<file path="src/rtl/sfr_pkg.sv">
// ----------------------------------------------------------------------------
// sfr_pkg
// Shared types and constants for the stuffed frame receiver.
// ----------------------------------------------------------------------------
package sfr_pkg;

    // Receive phases
    typedef enum logic [2:0] {
        PH_HUNT,
        PH_TYPE,
        PH_ID,
        PH_SEQ,
        PH_LENLO,
        PH_LENHI,
        PH_PAYLOAD,
        PH_CHECK
    } phase_t;

    // End-of-frame status codes
    typedef enum logic [2:0] {
        ST_OK       = 3'd0,
        ST_TIMEOUT  = 3'd1,
        ST_TOO_LONG = 3'd2,
        ST_BAD_SUM  = 3'd3,
        ST_OTHER    = 3'd4
    } status_t;

    localparam logic [7:0] ESC_BYTE  = 8'hFF;
    localparam logic [7:0] TYPE_DATA = 8'h02;
    localparam logic [7:0] ESC_NULL  = 8'h00;

    localparam logic [15:0] MAX_LENGTH_RST = 16'hFFFF;
    localparam logic [15:0] TIMEOUT_RST    = 16'd1000;

    // Configuration register map (index taken from paddr[2])
    localparam int         ADDR_W         = 3;
    localparam logic [0:0] REG_MAX_LENGTH = 1'b0;
    localparam logic [0:0] REG_TIMEOUT    = 1'b1;

    // Output queue
    localparam int OQ_DEPTH = 4;
    localparam int OQ_IDX_W = $clog2(OQ_DEPTH);
    localparam int OQ_CNT_W = $clog2(OQ_DEPTH + 1);

    // One result beat; last is the same bit as kind
    typedef struct packed {
        logic        kind;
        logic [7:0]  data;
        status_t     status;
        logic [7:0]  frame_id;
        logic [7:0]  frame_seq;
        logic [15:0] frame_length;
    } result_t;

    // Deframer state
    typedef struct packed {
        phase_t      phase;
        logic        pend;
        logic [7:0]  sum;
        logic [7:0]  id;
        logic [7:0]  seq;
        logic [15:0] len;
        logic [15:0] seen;
        logic [15:0] idle;
    } fstate_t;

    // Up to two results pushed into the output queue in one cycle
    typedef struct packed {
        logic    v0;
        logic    v1;
        result_t r0;
        result_t r1;
    } push_t;

endpackage

</file>
<file path="src/rtl/sfr_cfg.sv">
// ----------------------------------------------------------------------------
// sfr_cfg
// APB register block holding the maximum length and the timeout.
// ----------------------------------------------------------------------------
module sfr_cfg
    import sfr_pkg::*;
(
    input  logic              clk,
    input  logic              rst_n,
    input  logic              psel,
    input  logic              penable,
    input  logic              pwrite,
    input  logic [ADDR_W-1:0] paddr,
    input  logic [31:0]       pwdata,
    output logic [31:0]       prdata,
    output logic              pready,
    output logic [15:0]       max_length,
    output logic [15:0]       timeout_ticks
);

    logic [15:0] max_length_reg;
    logic [15:0] timeout_reg;
    logic [0:0]  reg_idx;
    logic        wr_en;

    assign pready  = 1'b1;
    assign reg_idx = paddr[2];
    assign wr_en   = psel && penable && pwrite && pready;

    always_ff @(posedge clk or negedge rst_n)
    begin
        if (!rst_n)
        begin
            max_length_reg <= MAX_LENGTH_RST;
            timeout_reg    <= TIMEOUT_RST;
        end
        else if (wr_en)
        begin
            unique case (reg_idx)
                REG_MAX_LENGTH: max_length_reg <= pwdata[15:0];
                REG_TIMEOUT:    timeout_reg    <= pwdata[15:0];
                default:        ;
            endcase
        end
    end

    always_comb
    begin
        unique case (reg_idx)
            REG_MAX_LENGTH: prdata = {16'd0, max_length_reg};
            REG_TIMEOUT:    prdata = {16'd0, timeout_reg};
            default:        prdata = 32'd0;
        endcase
    end

    assign max_length    = max_length_reg;
    assign timeout_ticks = timeout_reg;

endmodule

</file>
<file path="src/rtl/sfr_core.sv">
// ----------------------------------------------------------------------------
// sfr_core
// Input register, deframer state and the single-pass next-state logic.
// ----------------------------------------------------------------------------
module sfr_core
    import sfr_pkg::*;
(
    input  logic        clk,
    input  logic        rst_n,
    input  logic        in_valid,
    output logic        in_ready,
    input  logic        in_op,
    input  logic [7:0]  in_byte,
    input  logic [15:0] max_length,
    input  logic [15:0] timeout_ticks,
    input  logic        room,
    output push_t       push
);

    typedef struct packed {
        fstate_t st;
        logic    rv;
        result_t res;
    } field_t;

    logic        in_vld_reg;
    logic        in_op_reg;
    logic [7:0]  in_byte_reg;
    fstate_t     st_reg;
    fstate_t     st_next;
    field_t      f1;
    field_t      f2;
    logic        adv;
    logic [15:0] tmo;
    logic [15:0] idle_inc;

    function automatic result_t make_res(fstate_t s, logic kind, logic [7:0] d,
                                         status_t stat);
        result_t r;
        r.kind         = kind;
        r.data         = d;
        r.status       = stat;
        r.frame_id     = s.id;
        r.frame_seq    = s.seq;
        r.frame_length = s.len;
        return r;
    endfunction

    function automatic fstate_t end_frame(fstate_t s);
        fstate_t t;
        t       = s;
        t.phase = PH_HUNT;
        t.pend  = 1'b0;
        t.idle  = 16'd0;
        return t;
    endfunction

    // One unstuffed field byte
    function automatic field_t take_field(fstate_t s, logic [7:0] v, logic [15:0] mlen);
        field_t      f;
        logic [15:0] nlen;
        logic [15:0] nseen;
        f.st     = s;
        f.rv     = 1'b0;
        f.res    = make_res(s, 1'b0, 8'd0, ST_OK);
        f.st.sum = s.sum + v;
        nlen     = {v, s.len[7:0]};
        nseen    = s.seen + 16'd1;
        case (s.phase)
            PH_ID:
            begin
                f.st.id    = v;
                f.st.phase = PH_SEQ;
            end
            PH_SEQ:
            begin
                f.st.seq   = v;
                f.st.phase = PH_LENLO;
            end
            PH_LENLO:
            begin
                f.st.len   = {8'd0, v};
                f.st.phase = PH_LENHI;
            end
            PH_LENHI:
            begin
                f.st.len  = nlen;
                f.st.seen = 16'd0;
                if (nlen > mlen)
                begin
                    f.rv  = 1'b1;
                    f.res = make_res(f.st, 1'b1, 8'd0, ST_TOO_LONG);
                    f.st  = end_frame(f.st);
                end
                else if (nlen == 16'd0)
                    f.st.phase = PH_CHECK;
                else
                    f.st.phase = PH_PAYLOAD;
            end
            PH_PAYLOAD:
            begin
                f.rv      = 1'b1;
                f.res     = make_res(s, 1'b0, v, ST_OK);
                f.st.seen = nseen;
                if (nseen >= s.len)
                    f.st.phase = PH_CHECK;
            end
            PH_CHECK:
            begin
                f.rv  = 1'b1;
                f.res = make_res(f.st, 1'b1, 8'd0,
                                 (f.st.sum == 8'd0) ? ST_OK : ST_BAD_SUM);
                f.st  = end_frame(f.st);
            end
            default: ;
        endcase
        return f;
    endfunction

    assign adv      = in_vld_reg && room;
    assign in_ready = !in_vld_reg || room;
    assign tmo      = (timeout_ticks == 16'd0) ? 16'd1 : timeout_ticks;
    assign idle_inc = (st_reg.idle != 16'hFFFF) ? st_reg.idle + 16'd1 : st_reg.idle;

    always_comb
    begin
        st_next = st_reg;
        push    = '0;
        f1      = take_field(st_reg, in_byte_reg, max_length);
        f2      = take_field(f1.st, in_byte_reg, max_length);
        if (in_op_reg)
        begin
            if (st_reg.phase != PH_HUNT)
            begin
                st_next.idle = idle_inc;
                if (idle_inc >= tmo)
                begin
                    push.v0 = 1'b1;
                    push.r0 = make_res(st_next, 1'b1, 8'd0, ST_TIMEOUT);
                    st_next = end_frame(st_next);
                end
            end
        end
        else
        begin
            st_next.idle = 16'd0;
            if (st_reg.phase == PH_HUNT)
            begin
                if (in_byte_reg == ESC_BYTE)
                begin
                    st_next.phase = PH_TYPE;
                    st_next.pend  = 1'b0;
                    st_next.sum   = 8'd0;
                    st_next.id    = 8'd0;
                    st_next.seq   = 8'd0;
                    st_next.len   = 16'd0;
                    st_next.seen  = 16'd0;
                end
            end
            else if (st_reg.phase == PH_TYPE)
            begin
                if (in_byte_reg == TYPE_DATA)
                    st_next.phase = PH_ID;
                else
                begin
                    push.v0 = 1'b1;
                    push.r0 = make_res(st_reg, 1'b1, in_byte_reg, ST_OTHER);
                    st_next = end_frame(st_next);
                end
            end
            else if (st_reg.pend)
            begin
                // Escape pending: the held 0xFF is a field byte, and a byte
                // other than the null code follows it as a field byte as well.
                f1      = take_field(st_reg, ESC_BYTE, max_length);
                f1.st.pend = 1'b0;
                f2      = take_field(f1.st, in_byte_reg, max_length);
                push.v0 = f1.rv;
                push.r0 = f1.res;
                st_next = f1.st;
                if (in_byte_reg != ESC_NULL && f1.st.phase != PH_HUNT)
                begin
                    push.v1 = f2.rv;
                    push.r1 = f2.res;
                    st_next = f2.st;
                    // Keep results contiguous when only the second produced one
                    if (!f1.rv)
                    begin
                        push.v0 = f2.rv;
                        push.r0 = f2.res;
                        push.v1 = 1'b0;
                    end
                end
                st_next.idle = 16'd0;
            end
            else if (in_byte_reg == ESC_BYTE)
                st_next.pend = 1'b1;
            else
            begin
                push.v0      = f1.rv;
                push.r0      = f1.res;
                st_next      = f1.st;
                st_next.idle = 16'd0;
            end
        end
        if (!adv)
            push = '0;
    end

    always_ff @(posedge clk or negedge rst_n)
    begin
        if (!rst_n)
            in_vld_reg <= 1'b0;
        else if (in_ready)
            in_vld_reg <= in_valid;
    end

    always_ff @(posedge clk)
    begin
        if (in_ready && in_valid)
        begin
            in_op_reg   <= in_op;
            in_byte_reg <= in_byte;
        end
    end

    // The all-zero state is hunting with every held field cleared.
    always_ff @(posedge clk or negedge rst_n)
    begin
        if (!rst_n)
            st_reg <= '0;
        else if (adv)
            st_reg <= st_next;
    end

    a_second_needs_first: assert property (@(posedge clk) disable iff (!rst_n)
        push.v1 |-> push.v0)
        else $error("second result pushed without a first");

    a_status_ends_frame: assert property (@(posedge clk) disable iff (!rst_n)
        ((push.v0 && push.r0.kind) || (push.v1 && push.r1.kind)) |=>
        (st_reg.phase == PH_HUNT))
        else $error("status beat did not return the deframer to hunting");

    a_escape_in_frame: assert property (@(posedge clk) disable iff (!rst_n)
        st_reg.pend |-> (st_reg.phase != PH_HUNT && st_reg.phase != PH_TYPE))
        else $error("escape pending outside a frame");

endmodule

</file>
<file path="src/rtl/sfr_oq.sv">
// ----------------------------------------------------------------------------
// sfr_oq
// Small output queue: up to two results in, one out a cycle while out_ready.
// ----------------------------------------------------------------------------
module sfr_oq
    import sfr_pkg::*;
(
    input  logic    clk,
    input  logic    rst_n,
    input  push_t   push,
    output logic    room,
    output logic    out_valid,
    input  logic    out_ready,
    output result_t out_res
);

    result_t             mem_reg [OQ_DEPTH];
    logic [OQ_IDX_W-1:0] wr_ptr_reg;
    logic [OQ_IDX_W-1:0] rd_ptr_reg;
    logic [OQ_CNT_W-1:0] cnt_reg;
    logic [OQ_IDX_W-1:0] wr_ptr_inc;
    logic [OQ_IDX_W-1:0] wr_ptr_inc2;
    logic [OQ_IDX_W-1:0] rd_ptr_inc;
    logic [OQ_IDX_W-1:0] wr_ptr_next;
    logic                pop;

    function automatic logic [OQ_IDX_W-1:0] ptr_inc(logic [OQ_IDX_W-1:0] p);
        return (p == OQ_IDX_W'(OQ_DEPTH - 1)) ? '0 : p + 1'b1;
    endfunction

    assign wr_ptr_inc  = ptr_inc(wr_ptr_reg);
    assign wr_ptr_inc2 = ptr_inc(wr_ptr_inc);
    assign rd_ptr_inc  = ptr_inc(rd_ptr_reg);
    assign wr_ptr_next = push.v1 ? wr_ptr_inc2 : (push.v0 ? wr_ptr_inc : wr_ptr_reg);

    assign out_valid = (cnt_reg != '0);
    assign out_res   = mem_reg[rd_ptr_reg];
    assign pop       = out_valid && out_ready;
    assign room      = (cnt_reg <= OQ_CNT_W'(OQ_DEPTH - 2));

    always_ff @(posedge clk)
    begin
        if (push.v0)
            mem_reg[wr_ptr_reg] <= push.r0;
        if (push.v1)
            mem_reg[wr_ptr_inc] <= push.r1;
    end

    always_ff @(posedge clk or negedge rst_n)
    begin
        if (!rst_n)
        begin
            wr_ptr_reg <= '0;
            rd_ptr_reg <= '0;
            cnt_reg    <= '0;
        end
        else
        begin
            wr_ptr_reg <= wr_ptr_next;
            if (pop)
                rd_ptr_reg <= rd_ptr_inc;
            cnt_reg <= cnt_reg + OQ_CNT_W'(push.v0) + OQ_CNT_W'(push.v1)
                       - OQ_CNT_W'(pop);
        end
    end

    a_no_overflow: assert property (@(posedge clk) disable iff (!rst_n)
        cnt_reg <= OQ_CNT_W'(OQ_DEPTH))
        else $error("output queue overflow");

    a_push_with_room: assert property (@(posedge clk) disable iff (!rst_n)
        push.v0 |-> room)
        else $error("result pushed without two free entries");

endmodule

</file>
<file path="src/rtl/stuffed_frame_receiver_top.sv">
// ----------------------------------------------------------------------------
// stuffed_frame_receiver_top
// Byte-stuffed frame deframer with additive checksum and APB configuration.
// ----------------------------------------------------------------------------
//
//  Channel   Direction  Contents
//  s_axis    in         tuser = op (0 byte, 1 tick); tdata[7:0] = rx_byte
//  m_axis    out        tuser = kind; tlast = last; tdata = data, status,
//                       frame_id, frame_seq, frame_length
//  apb       in/out     reg 0 max_length at 0x0, reg 1 timeout_ticks at 0x4
//
// An input beat is held in the input register, its first result is written into
// the output queue and is valid on m_axis from there; one beat per cycle is kept
// up while m_axis is ready and beats yield one result on average. A step needs
// two free entries in the four-entry output queue, so back-pressure fills the
// queue, holds the input register, then drops tready. Reset clears the deframer
// to hunting, empties the queue and loads the registers with 65535 and 1000.
// ----------------------------------------------------------------------------
module stuffed_frame_receiver_top
    import sfr_pkg::*;
(
    input  logic              clk,
    input  logic              rst_n,
    // Input stream
    input  logic              s_axis_tvalid,
    output logic              s_axis_tready,
    input  logic [7:0]        s_axis_tdata,   // [7:0] rx_byte
    input  logic              s_axis_tuser,   // [0] op
    // Result stream
    output logic              m_axis_tvalid,
    input  logic              m_axis_tready,
    output logic [47:0]       m_axis_tdata,   // [7:0] data, [10:8] status,
                                              // [18:11] frame_id, [26:19] frame_seq,
                                              // [42:27] frame_length, rest zero
    output logic              m_axis_tuser,   // [0] kind
    output logic              m_axis_tlast,
    // Configuration
    input  logic              psel,
    input  logic              penable,
    input  logic              pwrite,
    input  logic [ADDR_W-1:0] paddr,
    input  logic [31:0]       pwdata,
    output logic [31:0]       prdata,
    output logic              pready
);

    logic [15:0] max_length;
    logic [15:0] timeout_ticks;
    logic        room;
    push_t       push;
    result_t     out_res;

    sfr_cfg u_cfg (
        .clk           (clk),
        .rst_n         (rst_n),
        .psel          (psel),
        .penable       (penable),
        .pwrite        (pwrite),
        .paddr         (paddr),
        .pwdata        (pwdata),
        .prdata        (prdata),
        .pready        (pready),
        .max_length    (max_length),
        .timeout_ticks (timeout_ticks)
    );

    // Deframer: input register, state and the per-beat decision logic.
    sfr_core u_core (
        .clk           (clk),
        .rst_n         (rst_n),
        .in_valid      (s_axis_tvalid),
        .in_ready      (s_axis_tready),
        .in_op         (s_axis_tuser),
        .in_byte       (s_axis_tdata),
        .max_length    (max_length),
        .timeout_ticks (timeout_ticks),
        .room          (room),
        .push          (push)
    );

    // Results wait here so that the input side keeps moving under stalls.
    sfr_oq u_oq (
        .clk       (clk),
        .rst_n     (rst_n),
        .push      (push),
        .room      (room),
        .out_valid (m_axis_tvalid),
        .out_ready (m_axis_tready),
        .out_res   (out_res)
    );

    assign m_axis_tdata = {5'd0, out_res.frame_length, out_res.frame_seq,
                           out_res.frame_id, out_res.status, out_res.data};
    assign m_axis_tuser = out_res.kind;
    assign m_axis_tlast = out_res.kind;

endmodule
</file>
<file path="config.mk">
export PLATFORM = sky130hd
export DESIGN_NAME = stuffed_frame_receiver_top
export DESIGN_NICKNAME = d
export VERILOG_FILES = /design/src/rtl/sfr_pkg.sv /design/src/rtl/sfr_cfg.sv /design/src/rtl/sfr_core.sv /design/src/rtl/sfr_oq.sv /design/src/rtl/stuffed_frame_receiver_top.sv
export SDC_FILE = /design/constraint.sdc
export NUM_CORES = 1
export LEC_CHECK = 0
export BUFFER_PORTS_ARGS = -buffer_cell sky130_fd_sc_hd__buf_4
export CAP_MARGIN = 5
export CORE_MARGIN = 2
export CORE_UTILIZATION = 56
export CTS_CLUSTER_DIAMETER = 30
export CTS_CLUSTER_SIZE = 40
export DETAILED_ROUTE_END_ITERATION = 10
export PLACE_DENSITY = 0.77
export SYNTH_ARGS = -nofsm -noshare
export SYNTH_HDL_FRONTEND = slang
export SYNTH_SLANG_ARGS = --single-unit
</file>
<file path="constraint.sdc">
create_clock -name clk -period 5.8 [get_ports clk]
set_clock_uncertainty 0.1 [all_clocks]
set_input_delay 0.29 -clock clk [delete_from_list [all_inputs] [get_ports clk]]
set_output_delay 0.29 -clock clk [all_outputs]
set_load 0.02 [all_outputs]
</file>
# Word level (Yosys, flattened, before mapping)
# Memory sizes are Yosys's and may differ from the RTL's.
# Index checks and enable logic that the tools add are counted.
# totals
mem_bits_rw,176
inputBits,51
memories,1
reg_bits,125
out_inout_bits,85
# op_classes
n_reduce_logical,38
n_addsub,12
bitwise_logic,2
magnitude_cmp,7
mux,124
n_eq_ne,29
# memory_table
name,depth,width,rd,rd_clocked_by_memory_dff,write_ports,line,text
u_oq.mem_reg,4,44,1,0,2,sfr_oq.sv:17,result_t mem_reg [OQ_DEPTH];
# ops
op,count
$mux W118,6
$mux W117,5
$mux W76,6
$mux W44,10
$pmux W45 S3,3
$mux W90,3
$pmux W16 S2,8
$mux W45,4
$mux W16,11
$mux W61,2
$mux W60,2
$pmux W8 S2,7
$mux W8,12
$mux W73,1
$mux W72,1
$pmux W32 S2,1
$pmux W3 S6,3
$add A16 B1 Y16 const B,3
$ge A16 B16 Y1,3
$gt A16 B16 Y1,3
$logic_not A16 Y1,3
$mux W46,1
$mux W3,10
$reduce_and A7 Y1,4
other kinds (41),100

# Logic depth before layout (Yosys ltp)
# logic_depth
word_depth,30
mapped_depth,23
depth_no_buf,20

# By module
# From an unflattened synthesis, not the netlist that was laid out.
# unflattened
cells_unflattened,1965
area_unflattened_um2,21617.0
# by_module_without_submodules
module,cells_each,n_inst,area_per_inst_um2
sfr_core,1376,1,10184.8
sfr_oq,477,1,9758.1
sfr_cfg,105,1,1625.3
stuffed_frame_receiver_top,7,1,48.8

# Worst setup path before layout
# No wires, ideal clock.
# synth_timing
kind,register to register
start,reg u_core.st_reg[3] (netlist bit)
end,mem u_oq.mem_reg[2][0] (netlist bit) (enable)
setup_time_ns,0.552
stages_incl_launch_ff,20
setup_slack_ns,0.337
required_time_ns,5.148
n_path_buf,3
t_arrival_ns,4.811
synth_period_minus_slack_ns,5.463
cell_sequence,dfrtp_1 buf_2 and4_1 and4_1 nand2_1 or4b_1 clkbuf_1 and2_1 and3_1 xor2_1 ha_1 a2111o_1 a31oi_1 o21ai_0 a211oi_2 o21a_2 nor3_1 nand2_1 buf_2 nand2_1
# synth_lines
item,line,text
from (decl),sfr_core.sv:29,fstate_t st_reg;
from (signal assigned),sfr_core.sv:233,st_reg <= st_next;
to (decl),sfr_oq.sv:17,

# Worst setup path after layout
# layout_timing
start,reg u_core.st_reg[3] (netlist bit)
end,reg u_oq.cnt_reg[1]
# layout_between
elab_chain_len,10
word_cells_on_any_way,11
classes_between,add/sub (4); order compare (1); eq/ne (1); mux (5)
# layout_lines
item,line,text
$add A16 B1 Y16 or $ne A16 B16 Y1 (tied branches),sfr_core.sv:123,assign idle_inc = (st_reg.idle != 16'hFFFF) ? st_reg.idle + 16'd1 : st_reg.idle;
$mux W16 (*),sfr_core.sv:123,
$ge A16 B16 Y1 (*),sfr_core.sv:136,if (idle_inc >= tmo)
$mux W1 (*),sfr_core.sv:136,
$mux W1 (*),sfr_core.sv:133,if (st_reg.phase != PH_HUNT)
$mux W1 (*),sfr_core.sv:131,if (in_op_reg)
$mux W90 (*),sfr_core.sv:206,if (!adv)
$add A3 B1 Y3 (*) (2 in series),sfr_oq.sv:62,cnt_reg <= cnt_reg + OQ_CNT_W'(push.v0) + OQ_CNT_W'(push.v1)
$sub A3 B1 Y3 (*),sfr_oq.sv:63,- OQ_CNT_W'(pop);
to (signal assigned),sfr_oq.sv:62,
to (decl),sfr_oq.sv:20,logic [OQ_CNT_W-1:0] cnt_reg;
# Mark *: on every way between the ends. The rest lies on a longest branch, timed or not.
# A chain may end at the register's enable or synchronous reset.

==> results_dict.tcl <==
set metrics [dict create \
    status "completed" \
    grt_setup_unrepaired "no" \
    yosysMostFrequentCell "nand2_1" \
    synthesis.instances 2167 \
    worst_slew_pin_slew_ns 1.18 \
    first_iter_violations 2423 \
    drc 0 \
    antenna_found_initial 0 \
    crit_chain "and4_1 > and4_1 > nand2_1 > or4b_1 > and2_1 > and3_1 > xor2_1 > ha_1 > a2111o_1 > a31oi_1 > o21ai_0 > a211oi_2 > buf_4 > o21a_2 > nor3_2 > inv_1 > ha_1 > fa_1 > inv_1 > fa_1" \
    finalPower_mw 9.99 \
    setup_viol 0 \
    relSlewSlack_pct 20.8 \
    dp_hpwl_um 47000 \
    drive_above_1_share_pct 20.1 \
    fmax_mhz 181 \
    gp_congestion 0.991 \
    cpPeakStageDelay_ns 0.63 \
    synth_flop_cell "edfxtp_1" \
    wirelength_um 70800 \
    ys_seq_area_share_pct 40.1 \
    wl_per_cell_um 25.3 \
    async_flop_share_pct 38.5 \
    fp.dieH_um 198 \
    core_area_um2 37300 \
    cap_violations 0 \
    yosysTopAreaCell "edfxtp_1" \
    synth-xor-area-share_pct 2.45 \
    synthAdderAreaFrac_pct 6.44 \
    hold_ws_ns 0.299 \
    row_count 71 \
    netlist_top_cells_count "nand2_1, edfxtp_1, a21oi_1" \
    crit_path_end_kind "register" \
    root_buffer "clkbuf_16" \
    report.final.slew_viol_count 0 \
    cp_max_fo 8 \
    synth-compound-area-share_pct 22.5 \
    grt_pass1_wl_um 109000 \
    pin_count 136 \
    htreeDepth 3 \
    period_minus_slack_ns 5.53 \
    largest_register_ffs 176 \
    clockBufferDepth 3 \
    ys_types 104 \
    portBuffers 95 \
    crit_path_top_delay_cell "or4b_1" \
    required_ns 6.15 \
    drt_first_pass_iters 9 \
    first_global_vias 19100 \
    synth_seq_cells 301 \
    cts_made_buffers 68 \
    synth-simple-area-share_pct 15.1 \
    die_x_um 198 \
    syn_area_um2 21100 \
    avgSynthCellArea_um2 9.71 \
    ir_worst_vdd_uv 240 \
    tritoncts "yes" \
    via_count 19300 \
    synth_top_area_share_pct 25.8 \
    dieArea_um2 39200 \
    clock_latency_ns 0.60 \
    synth_edf_count 181 \
    p_per_area_nw_per_um2 403 \
    grt_max_degree 60 \
    grt_overflow_total 0 \
    tns_ns 0 \
    total_leakage_power_nw 9.64 \
    nets 2429 \
    start_util_pct 56.4 \
    fillers 2873 \
    synth_area_leaders "edfxtp_1, dfrtp_1, ha_1, mux4_2, a21oi_1" \
    antennaDiodeCount 0 \
    finalHoldViolCount 0 \
    hp-class "input port to async pin" \
    grtUsageTotal_pct 36.4 \
    synthMuxAreaShare_pct 7.37 \
    cts_sinks 301 \
    cp_data_arrival_time_ns 5.88 \
    criticalPathCategory "register to register" \
    synth_warnings 0 \
    critPathLaunchType "register" \
    clkTransAtPathRegs_ns 0.05 \
    synth_top_family_by_area "compound AO/OA/AOI/OAI gates" \
    viasPerCell 6.90 \
    fin_crit_sh_pct 95.3 \
    ant_nets 0 \
    syn2layout_area_growth_pct 17.8 \
]
## kinds of logic after synthesis
group | Yosys count
AO/OA/AOI/OAI | 686
AND/OR/NAND/NOR | 643
flip-flops | 301
buffers and inverters | 275
adder cells (fa/ha/maj) | 106
multiplexers | 95
XOR/XNOR | 59
other | 2
## critical path, delay by kind of cell, from the launching register on
| kind | cells | cell delay [ns] |
|---|---|---|
| xor gates and xnor gates | 1 | 0.16 |
| AOI/OAI and AO/OA | 5 | 1.12 |
| and+or+nand+nor | 7 | 1.90 |
| buffers and inverters | 3 | 0.33 |
| adders and majority gates | 4 | 1.30 |
| DFF | 1 | 0.45 |
## power breakdown
part	internal, mW	total (mW)	switching (mW)
clock	2.64	3.99	1.36
sequential	2.52	2.79	0.266
combinational	1.22	3.22	1.99
total	6.38	9.99	3.61
## cell type report
cell class / instances / area [um2] / area share [%]
Multi-Input combinational cell: 1611 / 11500 / 46.3
Sequential cell: 301 / 8450 / 34.1
Clock buffer: 79 / 1780 / 7.19
Timing Repair Buffer: 193 / 1530 / 6.19
Tap cell: 474 / 593 / 2.39
Clock inverter: 47 / 591 / 2.38
Inverter: 97 / 364 / 1.47
## layer usage
layer | share of wire [%] | vias to the layer above | track usage, %
met2 | 46 | 1305 | 58.2
met1 | 38 | 9331 | 47.1
li1 | - | 8456 | -
met3 | 11 | 235 | 8.75
met5 | 0 | - | 0
met4 | 3.9 | 0 | 16.1
## per-stage QoR
stage          setup WS, ns  utilization [%]  std cells  cell area (um2)
5_1_grt              0.0821             66.4       2802            24800
6_report              0.273             66.4       2802            24800
3_3_place_gp          0.297             59.3       2646            22100
3_5_place_dp          0.316             59.3       2646            22100
2_1_floorplan         0.337                -       2187            21100
4_1_cts               0.255             66.4       2801            24800
## final timing paths
kind	from	end	cells past startpoint	slack (ns)
max	u_core.st_reg[3]	u_oq.cnt_reg[1]	20	0.27
min	rst_n	u_cfg.timeout_ticks[13]	3	0.30
max reg2reg	u_core.st_reg[3]	u_oq.cnt_reg[1]	20	0.27
min reg2reg	u_oq.mem_reg[2][34]	u_oq.mem_reg[2][34]	2	0.39
max in group asynchronous	rst_n	u_oq.rd_ptr_reg[0]	3	4.54
min in group clk	s_axis_tdata[4]	u_core.in_byte_reg[4]	2	0.32
## layout by cell type, fill, tap and decap left out, types with 30 or more instances in the layout
cell | synthesis | layout
buf_4 | 30 | 163
nand2_1 | 203 | 196
clkbuf_16 | 0 | 68
inv_1 | 95 | 95
nor2_1 | 125 | 125
ha_1 | 102 | 102
nand3_1 | 69 | 69
edfxtp_1 | 181 | 181
mux4_2 | 44 | 44
mux2_2 | 40 | 40
a31o_1 | 30 | 30
nor3_1 | 78 | 77
o22ai_1 | 75 | 75
dfrtp_1 | 94 | 91
o21ai_0 | 103 | 101
xnor2_1 | 41 | 41
a21oi_1 | 160 | 160
a21o_1 | 41 | 41
o31ai_1 | 30 | 30
nand4_1 | 30 | 30
## repair_timing
action | in CTS | in global routing
endpoints found under the setup margin | 0 | 1
gates resized for setup | 0 | 1
hold buffers | 29 | 0
endpoints found under the hold margin | 111 | 0
buffers inserted | 0 | 1
Note: power is estimated with default switching activity, not from simulation.
